$ cat src/design/sts_pkg.sv
package sts_pkg;

    // Fixed field widths of the request and result items.
    localparam int KEY_W = 32;
    localparam int IDX_W = 10;
    localparam int POS_W = 11;
    localparam int CNT_W = 11;

    // Kind of an input request, carried in tuser.
    typedef enum logic [0:0] {
        OP_LOAD   = 1'b0,
        OP_SEARCH = 1'b1
    } t_op;

    // Which of the two halving searches the shared step unit is serving.
    typedef enum logic [0:0] {
        PH_CLASSIC = 1'b0,
        PH_LOWER   = 1'b1
    } t_phase;

    // Decision flags of one halving step.
    typedef struct packed {
        logic less;
        logic hit;
        logic done;
    } t_step_flags;

endpackage

$ cat src/design/sts_step_unit.sv
module sts_step_unit #(
    parameter int AW = 10,
    parameter int CW = 11
) (
    input  sts_pkg::t_phase                  i_phase,
    input  logic [CW-1:0]                    i_lo,
    input  logic [CW-1:0]                    i_hi,
    input  logic [AW-1:0]                    i_mid,
    input  logic signed [sts_pkg::KEY_W-1:0] i_entry,
    input  logic signed [sts_pkg::KEY_W-1:0] i_key,
    output sts_pkg::t_step_flags             o_flags,
    output logic [CW-1:0]                    o_next_lo,
    output logic [CW-1:0]                    o_next_hi,
    output logic [AW-1:0]                    o_next_mid
);

    logic          less;
    logic          greater;
    logic [CW-1:0] next_lo;
    logic [CW-1:0] next_hi;
    logic [CW:0]   sum;
    logic [CW:0]   mid_wide;

    // Signed compare of the entry read for the current midpoint against the key.
    assign less    = i_entry < i_key;
    assign greater = i_key < i_entry;

    // Narrow the bounds; the half-open range [lo, hi) stands for both searches.
    always_comb begin
        next_lo = i_lo;
        next_hi = i_hi;
        if (less) begin
            next_lo = CW'(i_mid) + CW'(1);
        end else if (greater || (i_phase == sts_pkg::PH_LOWER)) begin
            next_hi = CW'(i_mid);
        end
    end

    // The classic search uses floor((left + right) / 2) with right = hi - 1.
    // Only meaningful while the range is not empty, so the sum is at least one.
    assign sum = {1'b0, next_lo} + {1'b0, next_hi};
    always_comb begin
        if (i_phase == sts_pkg::PH_CLASSIC) begin
            mid_wide = (sum - (CW + 1)'(1)) >> 1;
        end else begin
            mid_wide = sum >> 1;
        end
    end

    assign o_flags.less = less;
    assign o_flags.hit  = (i_phase == sts_pkg::PH_CLASSIC) && !less && !greater;
    assign o_flags.done = o_flags.hit || (next_lo >= next_hi);
    assign o_next_lo    = next_lo;
    assign o_next_hi    = next_hi;
    assign o_next_mid   = mid_wide[AW-1:0];

endmodule

$ cat config.mk
export PLATFORM = sky130hd
export DESIGN_NAME = sts_step_unit
export DESIGN_NICKNAME = d
export VERILOG_FILES = /design/src/design/sts_pkg.sv /design/src/design/sts_step_unit.sv
export SDC_FILE = /design/constraint.sdc
export NUM_CORES = 1
export LEC_CHECK = 0
export ABC_AREA = 1
export BUFFER_PORTS_ARGS = -buffer_cell sky130_fd_sc_hd__clkbuf_2
export CORE_MARGIN = 1.5
export CORE_UTILIZATION = 44
export DETAILED_ROUTE_END_ITERATION = 8
export PLACE_DENSITY = 0.79
export SETUP_SLACK_MARGIN = 0.1
export SLEW_MARGIN = 20
export SYNTH_ARGS = -nofsm -noshare
export SYNTH_HDL_FRONTEND = slang
export SYNTH_SLANG_ARGS = --single-unit
$ cat constraint.sdc
create_clock -name vclk -period 5.32
set_input_delay 1.064 -clock vclk [all_inputs]
set_output_delay 1.064 -clock vclk [all_outputs]
set_load 0.02 [all_outputs]
== After elaboration in Yosys (flattened, before gate mapping) ==
Index checks and enable logic that the tools add are counted.

* Logic and storage cells: 17
* Input bits: 97
* Output and inout port bits: 35
* Memory bits (read-only): 0
* Latch bits: 0
* Register bits after elaboration: 0
* Memories: 0
* Memory bits (writable): 0

* Mux-type cells: 4
* Shifts and indexed selects: 0
* Div/mod/pow operators: 0
* Reduce and logical (&&, ||, !) cells: 6
* Eq/ne operators: 0
* $lt $le $gt $ge: 3
* Add/sub/neg operators: 3
* $mul: 0
* Bitwise gates (word level): 1

{| class="wikitable"
|+ Operators with widths
! cell !! count
|-
| < comparator 32 bit || 2
|-
| two-way mux 11 bit || 3
|-
| adder 10 x 1 -> 11 bit (second input constant) || 1
|-
| adder 11 bit || 1
|-
| >= comparator 11 bit || 1
|-
| subtractor 11 x 1 -> 11 bit (second input constant) || 1
|-
| two-way mux 10 bit || 1
|-
| logical AND 1 bit || 2
|-
| logical NOT 1 bit || 2
|-
| logical OR 1 bit || 2
|-
| inverter 1 bit || 1
|}

== Longest topological paths before layout ==
* Word-level depth: 7
* Depth in mapped cells: 34
* Gate-level depth less buffers: 33

== Worst setup path before layout ==
Ideal clock, no wire load.

* Path type: input port to output port
* From: input i_entry[31] (netlist name)
* To: output o_next_mid[7]
* Data required time: 4256 ps
* Path buffers: 1
* Arrival time: 4569 ps
* Path slack: -313 ps
* Stages on the path: 24
* Cell sequence: inv_1 ha_1 nand2_1 nor2_2 nand2_2 nor4_4 nand2_2 nand2_1 nand2_1 nand2_2 nand2_4 buf_6 o21ai_2 ha_1 inv_1 fa_1 ha_1 nand2_1 nor2_1 nand2_1 nor2_1 nand3_1 nor2_2 xor2_1

* Elaborated cells between the ends (all ways): 9
* Classes of those cells: 2 x add/sub; 2 x order compare; 4 x mux; 1 x reduce/logical

{| class="wikitable"
|+ RTL lines
! element !! line !! source
|-
| from (decl) || sts_step_unit.sv:9 || <nowiki>input logic signed [sts_pkg::KEY_W-1:0] i_entry,</nowiki>
|-
| < comparator 32 bit (*) || sts_step_unit.sv:25 || <nowiki>assign less = i_entry < i_key;</nowiki>
|-
| two-way mux 11 bit (*) || sts_step_unit.sv:32 || <nowiki>if (less) begin</nowiki>
|-
| net o_next_lo[0] || sts_step_unit.sv:12 || <nowiki>output logic [CW-1:0] o_next_lo,</nowiki>
|-
| adder 11 bit (*) || sts_step_unit.sv:41 || <nowiki>assign sum = {1'b0, next_lo} + {1'b0, next_hi};</nowiki>
|-
| subtractor 11 x 1 -> 11 bit || sts_step_unit.sv:44 || <nowiki>mid_wide = (sum - (CW + 1)'(1)) >> 1;</nowiki>
|-
| two-way mux 10 bit (*) || sts_step_unit.sv:43 || <nowiki>if (i_phase == sts_pkg::PH_CLASSIC) begin</nowiki>
|-
| to (decl) || sts_step_unit.sv:14 || <nowiki>output logic [AW-1:0] o_next_mid</nowiki>
|}

The timed path passes the listed nets; every way through them passes the cells marked *.

== Worst setup path after layout ==
* From: input i_entry[31] (netlist name)
* To: output o_next_mid[9]

* Longest elaborated chain between the ends: 7
* Elaborated cells between the ends (all ways): 9
* Classes of those cells: 2 x add/sub; 2 x order compare; 4 x mux; 1 x reduce/logical

{| class="wikitable"
|+ Ends and longest elaborated chain
! element !! line !! source
|-
| < comparator 32 bit || sts_step_unit.sv:26 || <nowiki>assign greater = i_key < i_entry;</nowiki>
|-
| logical OR 1 bit || sts_step_unit.sv:34 || <nowiki>end else if (greater || (i_phase == sts_pkg::PH_LOWER)) begin</nowiki>
|-
| two-way mux 11 bit || sts_step_unit.sv:34 ||
|-
| two-way mux 11 bit || sts_step_unit.sv:32 ||
|-
| adder 11 bit (*) || sts_step_unit.sv:41 ||
|-
| subtractor 11 x 1 -> 11 bit || sts_step_unit.sv:44 ||
|-
| two-way mux 10 bit (*) || sts_step_unit.sv:43 ||
|}

Every way passes the cells marked *; elsewhere a longest branch is shown, timed or not.

==> results.py <==
metrics = {
    "cells_and_area": {
        "mostFrequentLayoutCells": "clkbuf_2, nand2_1, inv_1",
        "stdcell_area_um2": 4400,
        "multiInputGateArea_um2": 2690,
        "areaGrowthSynthToFinish_pct": 66.9,
        "fillerInstances": 421,
        "finalNetCount": 787,
        "drive_above_1_share_pct": 48.1,
        "fin_cells": 704,
        "final_common_cell": "clkbuf_2",
        "antenna_cells": 0,
        "clock_buffers": 0,
        "seqCellArea_um2": 0,
        "design.seq.count": 0,
    },
    "floorplanning": {
        "initial_core_util_pct": 46.7,
        "num_rows": 27,
        "core_um2": 5640,
        "die_h_um": 80.4,
        "die_w_um": 80.4,
        "ioPinCount": 132,
        "dieArea_um2": 6460,
    },
    "place": {
        "placed_cells": 690,
        "placed_area_um2": 3790,
        "gp_congestion": 0.890,
        "io_buffers": 132,
        "dpl.hpwl_mm": 7.02,
        "pre_cts_slack_ns": -0.310,
    },
    "global_routing": {
        "grt_overflow_total": 0,
        "first_global_vias": 3483,
        "antenna_found_initial": 0,
        "grt_max_degree": 19,
        "grt_pass1_wl_mm": 14.2,
        "grt_usage_pct": 27.0,
    },
    "yosys": {
        "yosys.area.top_type": "ha_1",
        "ys_warn_count": 0,
        "postSynthCellCount": 446,
        "syn_nets": 599,
        "synth_cell_types": 31,
        "synth_area_um2": 2630,
        "ys_top_cells_by_area": "ha_1, nand2_1, inv_1",
        "seq_area_frac_synth_pct": 0,
        "synth_top_area_share_pct": 26.1,
        "avgSynthCellArea_um2": 5.91,
    },
    "timing": {
        "slew_headroom_pct": 79.7,
        "slew_viol_final": 0,
        "period_needed_ns": 5.60,
        "rsz0062_at_grt": "yes",
        "tightestPinTransition_ns": 0.302,
        "setup_viol": 7,
        "setup_slack_ns": -0.280,
        "fmax_ghz": 0.179,
        "tns_ns": -1.11,
        "fin_crit_sh_pct": 105,
        "finalHoldViolCount": 0,
    },
    "setup_path": {
        "cp.required_ns": 4.26,
        "crit_top_cell": "nand2_1",
        "critPathMaxFanout": 5,
        "start_kind": "input port",
        "critPathMaxStageDelay_ns": 0.54,
        "crit_slowest_cell": "fa_2",
        "crit_arrival_ns": 4.54,
        "path_class": "input port to output port",
        "worstSetupEndpointType": "output port",
    },
    "status": {
        "violations": "negative setup slack",
        "status": "finished with violations",
    },
    "hold_path": {
        "min_path_type": "input port to output port",
    },
    "route": {
        "routed_wl_mm": 8.98,
        "dr.pass1.iters": 4,
        "drc_errors": 0,
        "drtIter0Drc": 107,
        "wl_per_cell_um": 12.8,
        "ant_nets": 0,
        "via_per_inst": 5.04,
        "via_count": 3550,
    },
    "power": {
        "power_mw": 1.18,
        "ir_drop_uv": 302,
        "powerDensity_nw_per_um2": 268,
        "p_leak_nw": 2.50,
    },
    "clocking": {
        "holdBufCountCts": 0,
    },
    "run": {
        "drv_cap": 0,
    },
}
-- stage by stage --
| stage | util, % | hold WS [ns] |
|---|---|---|
| floorplan | - | 2.20 |
| global placement | 67.1 | 2.44 |
| detailed placement | 67.1 | 2.44 |
| CTS | 75.1 | 2.44 |
| global route | 77.9 | 2.47 |
| finish | 77.9 | 2.44 |
-- critical path: cells and delay by family --
family                     cells  cell delay (ns)
buffers and inverters          5             0.34
and+or+nand+nor               15             1.37
adders and majority gates      4             1.12
AOI/OAI and AO/OA              4             0.63
-- final timing paths --
| kind | start | to | slack (ns) | depth (start not counted) |
|---|---|---|---|---|
| setup / recovery | i_entry[31] | o_next_mid[9] | -0.28 | 28 |
| hold / removal | i_phase | o_next_mid[0] | 2.44 | 3 |
-- metal layers --
metal	GRT usage [%]	part of all wire, %	vias up
li1	-	-	1795
met1	29.6	39	1619
met2	53.1	54	108
met3	2.84	4.2	28
met4	8.45	2.6	0
met5	0	0	-
-- layout make-up --
class / instances / share of cell area, %
inverter: 94 / 8.43
timing repair buffer: 198 / 28.3
tap: 72 / 2.05
multi-input combinational: 340 / 61.2
-- report_power, final --
part	switching, mW	leakage [nW]	internal, mW
registers	0	0	0
logic	0.632	2.50	0.548
clock network	0	0	0
-- synth_stat cells, types with 2 or more instances --
master,n
nand2_2,4
nor2_1,22
a21oi_1,26
o21a_1,2
xor2_1,15
o21ai_0,10
buf_6,3
nor2_2,3
ha_1,55
nand3_1,22
buf_4,3
nand2_1,121
xnor2_1,6
o211ai_1,20
clkbuf_1,4
inv_1,93
nor3_1,6
nand4_1,4
buf_2,2
o21ai_2,14
-- cell families after synthesis --
kind of cell | after synthesis | share of synthesized area [%]
buffers and inverters | 106 | 16.5
XOR/XNOR | 21 | 6.98
AO/OA/AOI/OAI | 77 | 19.3
adder cells (fa/ha/maj) | 56 | 26.9
AND/OR/NAND/NOR | 186 | 30.3
-- timing repair --
| item | in CTS | in global routing |
|---|---|---|
| gates resized for setup | 68 | 32 |
| setup buffers | 13 | 3 |
| pin swaps | 33 | 14 |
| endpoints found under the setup margin | 8 | 9 |
No activity file was read; power rests on OpenSTA's default activity.
